File: src/rtl/teq_pkg.sv
package teq_pkg;

    localparam int QUEUE_DEPTH = 16;
    localparam int TAG_BITS    = 8;
    localparam int TICK_BITS   = 32;

    // Port widths fixed by the interface
    localparam int DELAY_W   = 16;
    localparam int EVTAG_W   = 8;
    localparam int STATUS_W  = 2;
    localparam int FTICK_W   = 32;
    localparam int PENDING_W = 5;

    localparam int ADDR_W    = (QUEUE_DEPTH > 1) ? $clog2(QUEUE_DEPTH) : 1;
    localparam int PHYS_DEPTH = 1 << ADDR_W;
    localparam int CNT_W     = $clog2(QUEUE_DEPTH + 1);
    localparam int SUM_W     = ((TICK_BITS > DELAY_W) ? TICK_BITS : DELAY_W) + 1;

    localparam logic [TICK_BITS-1:0] TICK_MAX = {TICK_BITS{1'b1}};
    localparam logic [CNT_W-1:0]     CNT_FULL = CNT_W'(QUEUE_DEPTH);

    typedef enum logic [0:0] {
        CMD_SCHEDULE = 1'b0,
        CMD_FIRE     = 1'b1
    } cmd_t;

    typedef enum logic [STATUS_W-1:0] {
        ST_SCHEDULED = 2'd0,
        ST_FIRED     = 2'd1,
        ST_FULL      = 2'd2,
        ST_EMPTY     = 2'd3
    } status_t;

    typedef struct packed {
        logic [TICK_BITS-1:0] deadline;
        logic [TAG_BITS-1:0]  tag;
    } teq_entry_t;

    typedef struct packed {
        logic              wr_en;
        logic [ADDR_W-1:0] wr_addr;
        teq_entry_t        wr_data;
        logic              rd_en;
        logic [ADDR_W-1:0] rd_addr;
    } teq_store_ctrl_t;

endpackage

File: src/rtl/timer_event_queue_unit.sv
// Timer event queue. Up to QUEUE_DEPTH events (deadline, tag) are kept in
// deadline order in a single-port-write, single-port-read entry store used
// as a ring: the head pointer marks the earliest event. A schedule
// transaction (cmd 0) stores the tag with deadline = tick + delay
// (saturating) by walking from the tail toward the head, one entry per
// cycle, moving each later-deadline entry up by one slot; equal deadlines
// keep insertion order. A fire transaction (cmd 1) pops the head, moves the
// tick up to the deadline if it lies ahead, reports tag and fire tick, then
// advances the tick by one (saturating). Every input transaction yields
// exactly one result transaction with status, fired tag, fire tick and the
// number of pending events. The unit takes one transaction at a time:
// a full or an empty case goes straight to the response state, a fire
// reads the head and passes through the fire state, and a schedule walks
// one compare-and-move step per stored event with a later deadline (up to
// QUEUE_DEPTH - 1) before the new entry is written. Input ready returns in
// the cycle after the result is loaded, so no new transaction is accepted
// before the last has reached the result register; a stalled result
// register holds the unit in its response state until it drains. No
// clearing pass is needed after reset; the store holds no data until written.
module timer_event_queue_unit (
    input  logic                         aclk,
    input  logic                         aresetn,
    input  logic                         s_valid,
    output logic                         s_ready,
    input  logic                         s_cmd,
    input  logic [teq_pkg::DELAY_W-1:0]  s_delay,
    input  logic [teq_pkg::EVTAG_W-1:0]  s_event_tag,
    output logic                         m_valid,
    input  logic                         m_ready,
    output logic [teq_pkg::STATUS_W-1:0] m_status,
    output logic [teq_pkg::EVTAG_W-1:0]  m_fired_tag,
    output logic [teq_pkg::FTICK_W-1:0]  m_fire_tick,
    output logic [teq_pkg::PENDING_W-1:0] m_pending
);
    import teq_pkg::*;

    typedef enum logic [4:0] {
        S_IDLE = 5'b00001,
        S_CMP  = 5'b00010,
        S_INS  = 5'b00100,
        S_FIRE = 5'b01000,
        S_RESP = 5'b10000
    } state_t;

    state_t state_reg, state_next;

    logic [CNT_W-1:0]     count_reg, count_next;
    logic [CNT_W-1:0]     pos_reg, pos_next;
    logic [ADDR_W-1:0]    head_reg, head_next;
    logic [TICK_BITS-1:0] tick_reg, tick_next;
    logic [TICK_BITS-1:0] due_reg, due_next;
    logic [TAG_BITS-1:0]  new_tag_reg, new_tag_next;
    status_t              status_reg, status_next;
    logic [TAG_BITS-1:0]  res_tag_reg, res_tag_next;
    logic [TICK_BITS-1:0] res_tick_reg, res_tick_next;

    logic                 m_valid_reg, m_valid_next;
    status_t              m_status_reg, m_status_next;
    logic [EVTAG_W-1:0]   m_tag_reg, m_tag_next;
    logic [FTICK_W-1:0]   m_tick_reg, m_tick_next;
    logic [PENDING_W-1:0] m_pending_reg, m_pending_next;

    teq_store_ctrl_t store_ctrl;
    teq_entry_t      rd_entry;

    logic [SUM_W-1:0]     due_sum;
    logic [TICK_BITS-1:0] due_sat;
    logic [CNT_W-1:0]     pos_dec;
    logic [CNT_W-1:0]     cnt_dec;
    logic [TICK_BITS-1:0] when_tick;
    logic                 s_fire;
    logic                 out_free;

    teq_entry_store u_store (
        .aclk    (aclk),
        .ctrl    (store_ctrl),
        .rd_data (rd_entry)
    );

    assign s_ready  = (state_reg == S_IDLE);
    assign s_fire   = s_valid && s_ready;
    assign out_free = !m_valid_reg || m_ready;

    // Saturating deadline: tick + delay, clamp at the tick maximum
    assign due_sum = SUM_W'(tick_reg) + SUM_W'(s_delay);
    assign due_sat = (due_sum[SUM_W-1:TICK_BITS] != '0) ? TICK_MAX
                                                       : due_sum[TICK_BITS-1:0];
    assign pos_dec = pos_reg - CNT_W'(1);
    assign cnt_dec = count_reg - CNT_W'(1);
    assign when_tick = (rd_entry.deadline > tick_reg) ? rd_entry.deadline : tick_reg;

    always_comb begin
        state_next    = state_reg;
        count_next    = count_reg;
        pos_next      = pos_reg;
        head_next     = head_reg;
        tick_next     = tick_reg;
        due_next      = due_reg;
        new_tag_next  = new_tag_reg;
        status_next   = status_reg;
        res_tag_next  = res_tag_reg;
        res_tick_next = res_tick_reg;

        m_valid_next   = m_valid_reg && !m_ready;
        m_status_next  = m_status_reg;
        m_tag_next     = m_tag_reg;
        m_tick_next    = m_tick_reg;
        m_pending_next = m_pending_reg;

        store_ctrl.wr_en   = 1'b0;
        store_ctrl.wr_addr = head_reg + pos_reg[ADDR_W-1:0];
        store_ctrl.wr_data = '{deadline: due_reg, tag: new_tag_reg};
        store_ctrl.rd_en   = 1'b0;
        store_ctrl.rd_addr = head_reg;

        unique case (state_reg)
            S_IDLE: begin
                if (s_fire) begin
                    res_tag_next  = '0;
                    res_tick_next = tick_reg;
                    due_next      = due_sat;
                    new_tag_next  = TAG_BITS'(s_event_tag);
                    pos_next      = count_reg;
                    if (s_cmd == CMD_SCHEDULE) begin
                        if (count_reg >= CNT_FULL) begin
                            status_next = ST_FULL;
                            state_next  = S_RESP;
                        end else if (count_reg == '0) begin
                            state_next = S_INS;
                        end else begin
                            // Fetch the tail entry for the first compare
                            store_ctrl.rd_en   = 1'b1;
                            store_ctrl.rd_addr = head_reg + cnt_dec[ADDR_W-1:0];
                            state_next = S_CMP;
                        end
                    end else begin
                        if (count_reg == '0) begin
                            status_next = ST_EMPTY;
                            state_next  = S_RESP;
                        end else begin
                            store_ctrl.rd_en   = 1'b1;
                            store_ctrl.rd_addr = head_reg;
                            state_next = S_FIRE;
                        end
                    end
                end
            end
            S_CMP: begin
                store_ctrl.wr_en = 1'b1;
                if (rd_entry.deadline > due_reg) begin
                    // Move the later entry up one slot, keep walking
                    store_ctrl.wr_data = rd_entry;
                    pos_next = pos_dec;
                    if (pos_dec == '0) begin
                        state_next = S_INS;
                    end else begin
                        store_ctrl.rd_en   = 1'b1;
                        store_ctrl.rd_addr = head_reg + pos_dec[ADDR_W-1:0] -
                                             ADDR_W'(1);
                    end
                end else begin
                    count_next  = count_reg + CNT_W'(1);
                    status_next = ST_SCHEDULED;
                    state_next  = S_RESP;
                end
            end
            S_INS: begin
                store_ctrl.wr_en = 1'b1;
                count_next  = count_reg + CNT_W'(1);
                status_next = ST_SCHEDULED;
                state_next  = S_RESP;
            end
            S_FIRE: begin
                head_next     = head_reg + ADDR_W'(1);
                count_next    = cnt_dec;
                res_tag_next  = rd_entry.tag;
                res_tick_next = when_tick;
                tick_next     = (when_tick == TICK_MAX) ? TICK_MAX
                                                        : when_tick + TICK_BITS'(1);
                status_next   = ST_FIRED;
                state_next    = S_RESP;
            end
            S_RESP: begin
                // Hold the result until the output register is free
                if (out_free) begin
                    m_valid_next   = 1'b1;
                    m_status_next  = status_reg;
                    m_tag_next     = EVTAG_W'(res_tag_reg);
                    m_tick_next    = FTICK_W'(res_tick_reg);
                    m_pending_next = PENDING_W'(count_reg);
                    state_next     = S_IDLE;
                end
            end
            default: begin
                state_next = S_IDLE;
            end
        endcase
    end

    always_ff @(posedge aclk) begin
        if (!aresetn) begin
            state_reg   <= S_IDLE;
            count_reg   <= '0;
            head_reg    <= '0;
            tick_reg    <= '0;
            m_valid_reg <= 1'b0;
        end else begin
            state_reg   <= state_next;
            count_reg   <= count_next;
            head_reg    <= head_next;
            tick_reg    <= tick_next;
            m_valid_reg <= m_valid_next;
        end
    end

    always_ff @(posedge aclk) begin
        pos_reg       <= pos_next;
        due_reg       <= due_next;
        new_tag_reg   <= new_tag_next;
        status_reg    <= status_next;
        res_tag_reg   <= res_tag_next;
        res_tick_reg  <= res_tick_next;
        m_status_reg  <= m_status_next;
        m_tag_reg     <= m_tag_next;
        m_tick_reg    <= m_tick_next;
        m_pending_reg <= m_pending_next;
    end

    assign m_valid     = m_valid_reg;
    assign m_status    = m_status_reg;
    assign m_fired_tag = m_tag_reg;
    assign m_fire_tick = m_tick_reg;
    assign m_pending   = m_pending_reg;

endmodule

File: src/rtl/teq_entry_store.sv
module teq_entry_store (
    input  logic                     aclk,
    input  teq_pkg::teq_store_ctrl_t ctrl,
    output teq_pkg::teq_entry_t      rd_data
);
    import teq_pkg::*;

    teq_entry_t mem [PHYS_DEPTH];
    teq_entry_t rd_data_reg;

    always_ff @(posedge aclk) begin
        if (ctrl.wr_en) begin
            mem[ctrl.wr_addr] <= ctrl.wr_data;
        end
        if (ctrl.rd_en) begin
            rd_data_reg <= mem[ctrl.rd_addr];
        end
    end

    assign rd_data = rd_data_reg;

endmodule

File: config.mk
export PLATFORM = sky130hd
export DESIGN_NAME = timer_event_queue_unit
export DESIGN_NICKNAME = d
export VERILOG_FILES = /design/src/rtl/teq_pkg.sv /design/src/rtl/timer_event_queue_unit.sv /design/src/rtl/teq_entry_store.sv
export SDC_FILE = /design/constraint.sdc
export NUM_CORES = 1
export LEC_CHECK = 0
export ABC_AREA = 1
export BUFFER_PORTS_ARGS = -buffer_cell sky130_fd_sc_hd__buf_2
export CELL_PAD_IN_SITES_DETAIL_PLACEMENT = 1
export CELL_PAD_IN_SITES_GLOBAL_PLACEMENT = 2
export CORE_AREA = 2 2 283 355
export DETAILED_ROUTE_END_ITERATION = 16
export DIE_AREA = 0 0 285 357
export PLACE_DENSITY_LB_ADDON = 0.08
export SLEW_MARGIN = 20
export SYNTH_ARGS = -nofsm -noshare
export SYNTH_HDL_FRONTEND = slang
export SYNTH_SLANG_ARGS = --single-unit
File: constraint.sdc
create_clock -name aclk -period 7.43 [get_ports aclk]
set_input_delay 1.486 -clock aclk [delete_from_list [all_inputs] [get_ports aclk]]
set_output_delay 1.486 -clock aclk [all_outputs]
set_load 0.05 [all_outputs]
Word level (Yosys, flattened, before mapping)
Memories as Yosys holds them, arrays and structs flattened. A register that Yosys moved wholly into a read port is not among the register bits. Index checks and enable logic that the tools add are counted.

Input port bits: 29. Register bits after elaboration: 181. Logic and storage cells: 102. Bits in read-only memories: 0. Bits in writable memories: 640. Latch bits: 0. Memories kept: 1.

Shift operators: 0. Magnitude comparators: 3. Multipliers: 0. Bitwise logic cells: 0. Muxes and demuxes: 40. Eq/ne operators: 13. Divide/modulo/power cells: 0. Add/subtract/negate cells: 10. Reduce and logical (&&, ||, !) cells: 20.

Memories: u_store.mem (depth 16, bits a word 40, rd ports 1, clocked after Yosys merged registers in 1, wr ports 1, RTL line teq_entry_store.sv:8) `teq_entry_t mem [PHYS_DEPTH];`.

Operators by type and width (count): $mux 32 (3); $mux 5 (16); $gt 32x32->1 (2); $pmux 32 s2 (1); $mux 45 (1); $mux 40 (1); $add 32x16->33 (1); $add 32x1->32 const B (1); $eq 32x32->1 const B (1); $pmux 5 s2 (2); $pmux 5 s4 (1); $pmux 8 s2 (1); $pmux 5 s3 (1); $add 4x4->4 (3); $logic_not 5->1 (2); $mux 2 (5); $sub 5x1->5 const B (2); $mux 8 (1); $pmux 2 s4 (1); $reduce_and 2->1 (4); $ne 2x2->1 const B (3); $reduce_and 3->1 (2); $add 5x1->5 const B (1); $eq 5x1->1 const B (1); 21 further kinds (29).

Logic depth before layout (Yosys ltp)
Word-level depth: 7. Depth in mapped cells: 27. Depth with buffers taken out: 25.

Cells and area by module
From an unflattened synthesis, not the netlist that was laid out.

Cell total of the unflattened synthesis: 4127. Area, all modules: 40565.2 um2.

By module, submodules not included: teq_entry_store (cells an instance 2644, instances 1, area an instance 28678.8 um2, sequential area each 20419.6 um2); timer_event_queue_unit (cells an instance 1483, instances 1, area an instance 11886.4 um2, sequential area each 4964.8 um2).

Worst setup path before layout
OpenSTA, ideal clock, no wires.

Path type: input-to-reg. Start point: input port s_valid. End point: register u_store.rd_data[0] (netlist name). Slack: 0.981 ns. Stages on the path: 4. Arrival time: 5.952 ns. Setup time: 0.497 ns. Cells stage by stage: inv_1 > nor2_2 > inv_1 > o31ai_1.

RTL lines: start, declared (RTL line timer_event_queue_unit.sv:23) `input logic s_valid,`.

Worst setup path in the final report
Start point: register u_store.rd_data[33] (netlist name). End point: register tick_reg[27].

Cells in the longest elaborated chain, start to end: 4.

Ends and longest elaborated chain: $gt 32x32->1 (RTL line timer_event_queue_unit.sv:90) `assign when_tick = (rd_entry.deadline > tick_reg) ? rd_entry.deadline : tick_reg;`; $mux 32 (*) (RTL line timer_event_queue_unit.sv:90); $add 32x1->32 / $eq 32x32->1 (equally long branches) (RTL line timer_event_queue_unit.sv:179, timer_event_queue_unit.sv:178); $mux 32 (*) (RTL line timer_event_queue_unit.sv:178) `tick_next = (when_tick == TICK_MAX) ? TICK_MAX`; end signal, assigned (RTL line timer_event_queue_unit.sv:211) `tick_reg <= tick_next;`; end, declared (RTL line timer_event_queue_unit.sv:50) `logic [TICK_BITS-1:0] tick_reg, tick_next;`.

Mark *: on every way between the ends. The rest lies on a longest branch, timed or not. A chain may end at the register's enable or synchronous reset.

==> results by stage <==
Timing:
- Setup repair after global routing left no endpoint under its margin.
- The maximum frequency from static timing analysis is around 0.2 GHz.
- The post-layout minimum cycle time is 4.98 ns.
- The count of endpoints failing hold in the final timing report was 0.
- The worst relative slew slack is between 20% and 30%.
- The worst path meets setup with around 2.5 ns of slack.
- The aggregate negative setup slack is 0 ns.
- Setup violations remaining at the end of the flow were counted as 0.
- The final clock period utilization by the worst path is between 60% and 70%.
- Clock skew on the completed layout was measured at approximately 0.028 ns.
- The max-slew violation count is 0.
- For the pin with the worst max-slew slack, the measured transition is roughly 1.1 ns.

Worst setup path:
- The cell depth of the worst setup path is 17.
- The data required time of the worst path is roughly 8 ns.
- The startpoint of the lowest-slack register-to-register path is u_store.rd_data[33]$_DFFE_PP_.
- The startpoint kind of the worst setup timing path is a register.
- The capturing element type of the critical path is a register.
- In this design, the critical path's most frequently occurring cell is sky130_fd_sc_hd__nand2_1.
- The highest-delay cell along the critical path is sky130_fd_sc_hd__edfxtp_1.
- The maximum fanout along the worst path is 40.
- The kind of cell with the highest combined delay along the critical path is simple AND/OR/NAND/NOR gates.
- Counting both buffers and inverters, the worst setup path holds a total of 1.
- The critical path goes through ha_1, nand4_1, nor3_2, and3_2, nand3b_4, nand2_4, nand2_1, nand2_1, nand2_4, nor2_2, inv_1, nor2_1, nand2_1, nand2_1, nand3_1, nand2_1, a21oi_1.
- The endpoint arrival time on the critical path is ~5.5 ns.
- For flop-to-flop paths, the worst setup slack is 2.45 ns.
- The peak per-stage delay on the critical path is between 0.6 and 0.7 ns.
- The number of cells on the worst reg-to-reg path is 17.
- In this run the critical register-to-register path is captured at tick_reg[27]$_SDFFE_PN0P_.
- By startpoint and endpoint, the worst setup path is classified as register to register.

Pwr:
- For this design the ratio of total power to cell area is 311 nW/um^2.
- Summed over all cells, the static leakage comes to roughly 16 nW.
- After layout, the design draws a total of between 10 and 15 mW.
- The worst-case IR drop observed on VDD is between 0.2 and 0.25 mV.

Place:
- The wire-length estimate of the detail-placed layout is around 75 mm.
- During placement, the flow inserted port buffers numbering between 70 and 80.
- Routability-driven placement finished with a final weighted congestion of roughly 0.9.
- The pre-CTS setup slack is 2.37 ns.

Cells and area:
- The layout-stage area growth over the synthesis result is 13.4%.
- The top cell types in the final layout, fill and taps aside, are sky130_fd_sc_hd__nand2_1 (943), sky130_fd_sc_hd__nand3_1 (925), sky130_fd_sc_hd__edfxtp_1 (814), sky130_fd_sc_hd__inv_1 (191), sky130_fd_sc_hd__o21ai_0 (115).
- The final core utilization is roughly 45%.
- 0 antenna diodes ended up in the layout.
- After the last flow step, the layout net total stands at a little under 4000.
- The commonest non-fill, non-tap cell in the layout is sky130_fd_sc_hd__nand2_1.
- The share of layout cells above drive strength 1 is 9.89%.
- The number of flip-flops in the largest register is 640.

Clocking:
- The clock reaches the later pin of the worst-skew pair after around 0.7 ns.
- The post-CTS setup buffer count is 0.
- The number of clock sinks is approximately 860.
- Clock-pin slew was measured on the worst setup and hold paths at ~0.060 ns.
- The clock tree from TritonCTS is yes.
- In this run, CTS created clock tree buffers numbering 93.
- The quantity of hold-fixing buffers added after cts is 0.
- The post-cts repair resize count is 0.
- The clock tree synthesis step divided the H-tree into 3 levels.
- Clock tree synthesis selected as its root buffer the cell sky130_fd_sc_hd__clkbuf_16.
- Counting along the longest clock path gives a buffer depth of 3.

Detailed routing:
- In the routed design, unresolved DRC markers number 0.
- Once detail routing completed, the nets flagged for antenna violations numbered 0.
- The DRC violation total after the first TritonRoute iteration is just under 2000.
- Before antenna repair, the detailed router went through 5 iterations.
- For this block, the via count after detailed routing is between 20000 and 30000.
- The routed length per placed instance is between 20 and 25 microns.
- The final layout contains routed wiring with a total length of approximately 130 mm.
- The detailed-route vias per instance is 5.56.

Yosys:
- Counting every net in the synthesized netlist gives roughly 3800.
- Yosys printed 0 warnings.
- The register area share after synthesis is 65.1%.
- Synthesis instantiated 51 different standard cells from the library.
- Dividing the synthesized area by the synthesized cell count gives 10.6 sq um.
- Summing every instance area after synthesis gives a little under 40000 sq um.
- The primary flip-flop cell chosen by synthesis mapping is sky130_fd_sc_hd__edfxtp_1.
- Counting flops with an async set or reset pin after synthesis yields a share of 0%.
- The number of enable-type register cells in the synthesized netlist is roughly 810.
- After technology mapping, the gate count stands at about 3700.
- After synthesis the netlist holds a flip-flop and latch count of 861.

GRT:
- The leftover overflow at the end of global routing is 0.
- The first global-routing pass estimated ~190 mm of wire.
- The number of antenna violations at the first check in global routing is 1.
- The maximum number of pins on one net before global-route repair is roughly 150.
- The number of global-route vias before repair is approximately 30000.
- The combined global-route utilization of all metal layers is about a quarter.

Die:
- The floorplan row count is approximately 130.
- The initial core utilization is about two fifths.
- The die is ~360 microns tall.
- The top-level I/O count is just under 80.
- The core region is approximately 98000 sq um.
- The die covers around 100000 sq um.
- The chip width is roughly 290 microns.

Status:
- The run finished with clean final reports.

Hold path:
- Along the worst hold path, the cell count comes to 0.
- For hold timing, the worst endpoint is m_fired_tag[2]$_DFFE_PP_.
- The startpoint identified for the worst hold timing path is res_tag_reg[2]$_SDFFCE_PN0P_.
- The path class of the tightest hold or removal check is register to register.

Flow run:
- Max-cap violations in this run came to 0.
-- where the power goes --
| part | leakage (nW) | switching, mW | internal, mW |
|---|---|---|---|
| clock | 1.51 | 2.00 | 2.76 |
| combinational | 7.14 | 2.38 | 0.896 |
| sequential | 7.78 | 0.0643 | 5.66 |
-- cell families after synthesis --
family / Yosys count / share of synthesized area (%)
simple gates: 2067 / 23.5
compound gates: 239 / 3.27
buf+inv: 402 / 4.33
fa+ha+maj: 99 / 3.25
xor+xnor: 25 / 0.561
flops: 861 / 65.1
-- layout make-up --
| type | count | area (sq um) |
|---|---|---|
| clock buffer | 113 | 2430 |
| clock inverter | 58 | 659 |
| fill | 10700 | 54200 |
| inverter | 196 | 739 |
| multi-input combinational | 2430 | 12100 |
| sequential | 861 | 25400 |
| tap | 1310 | 1640 |
| timing repair buffer | 173 | 1240 |
-- metal layers --
layer	vias to the layer above	global-route usage (%)	share of wire, %
li1	13100	-	-
met1	14600	33.2	44
met2	665	43.7	50
met3	181	2.54	4.1
met4	0	7.20	2.4
met5	-	0	0
-- Yosys cell counts, types with 2 or more instances --
cell type,instances,area share (%)
sky130_fd_sc_hd__a21o_1,3,0.058
sky130_fd_sc_hd__a21oi_1,91,1.2
sky130_fd_sc_hd__a31oi_1,4,0.064
sky130_fd_sc_hd__buf_1,17,0.16
sky130_fd_sc_hd__buf_2,93,1.2
sky130_fd_sc_hd__buf_4,3,0.058
sky130_fd_sc_hd__buf_6,4,0.12
sky130_fd_sc_hd__buf_8,2,0.077
sky130_fd_sc_hd__clkbuf_1,87,0.84
sky130_fd_sc_hd__dfxtp_1,47,2.4
sky130_fd_sc_hd__edfxtp_1,814,63
sky130_fd_sc_hd__fa_1,4,0.21
sky130_fd_sc_hd__ha_1,95,3.0
sky130_fd_sc_hd__inv_1,192,1.8
sky130_fd_sc_hd__inv_2,3,0.029
sky130_fd_sc_hd__nand2_1,947,9.1
sky130_fd_sc_hd__nand2_2,8,0.13
sky130_fd_sc_hd__nand2_4,3,0.087
sky130_fd_sc_hd__nand3_1,925,12
sky130_fd_sc_hd__nand3_2,2,0.051
sky130_fd_sc_hd__nand3b_1,7,0.13
sky130_fd_sc_hd__nand4_1,13,0.21
sky130_fd_sc_hd__nor2_1,122,1.2
sky130_fd_sc_hd__nor2_2,9,0.14
sky130_fd_sc_hd__nor3_1,14,0.18
sky130_fd_sc_hd__nor4_1,3,0.048
sky130_fd_sc_hd__o211ai_1,2,0.038
sky130_fd_sc_hd__o21a_1,2,0.038
sky130_fd_sc_hd__o21ai_0,116,1.5
sky130_fd_sc_hd__o21ai_1,6,0.077
sky130_fd_sc_hd__o21ai_2,7,0.16
sky130_fd_sc_hd__o31ai_1,2,0.038
sky130_fd_sc_hd__or2_2,5,0.080
sky130_fd_sc_hd__xnor2_1,11,0.25
sky130_fd_sc_hd__xor2_1,14,0.31
-- per-stage QoR --
step	area [sq um]	hold WS, ns	instances
after floorplan	39000	0.400	3693
after global placement	41100	0.403	4969
after detailed placement	41100	0.406	4970
after CTS	44200	0.417	5141
after global routing	44200	0.424	5141
final	44200	0.420	5141
-- worst register-to-register path, delay by kind of cell, from the launching register on --
kind	cells	cell delay [ns]
AOI/OAI and AO/OA	1	0.06
adders and majority gates	1	0.44
DFF	1	0.62
buffers and inverters	1	0.24
and+or+nand+nor	14	3.46
-- how the worst max path moves through the flow --
stage	start	end	slack, ns
5_1_grt	u_store.rd_data[37]$_DFFE_PP_	u_store.rd_data[37]$_DFFE_PP_	2.15
3_3_place_gp	u_store.rd_data[33]$_DFFE_PP_	tick_reg[25]$_SDFFE_PN0P_	2.38
3_5_place_dp	u_store.rd_data[33]$_DFFE_PP_	tick_reg[25]$_SDFFE_PN0P_	2.37
6_report	u_store.rd_data[33]$_DFFE_PP_	tick_reg[27]$_SDFFE_PN0P_	2.45
2_1_floorplan	s_valid	u_store.rd_data[0]$_DFFE_PP_	0.98
4_1_cts	u_store.rd_data[33]$_DFFE_PP_	tick_reg[25]$_SDFFE_PN0P_	2.34
Note: power is estimated with default switching activity, not from simulation.
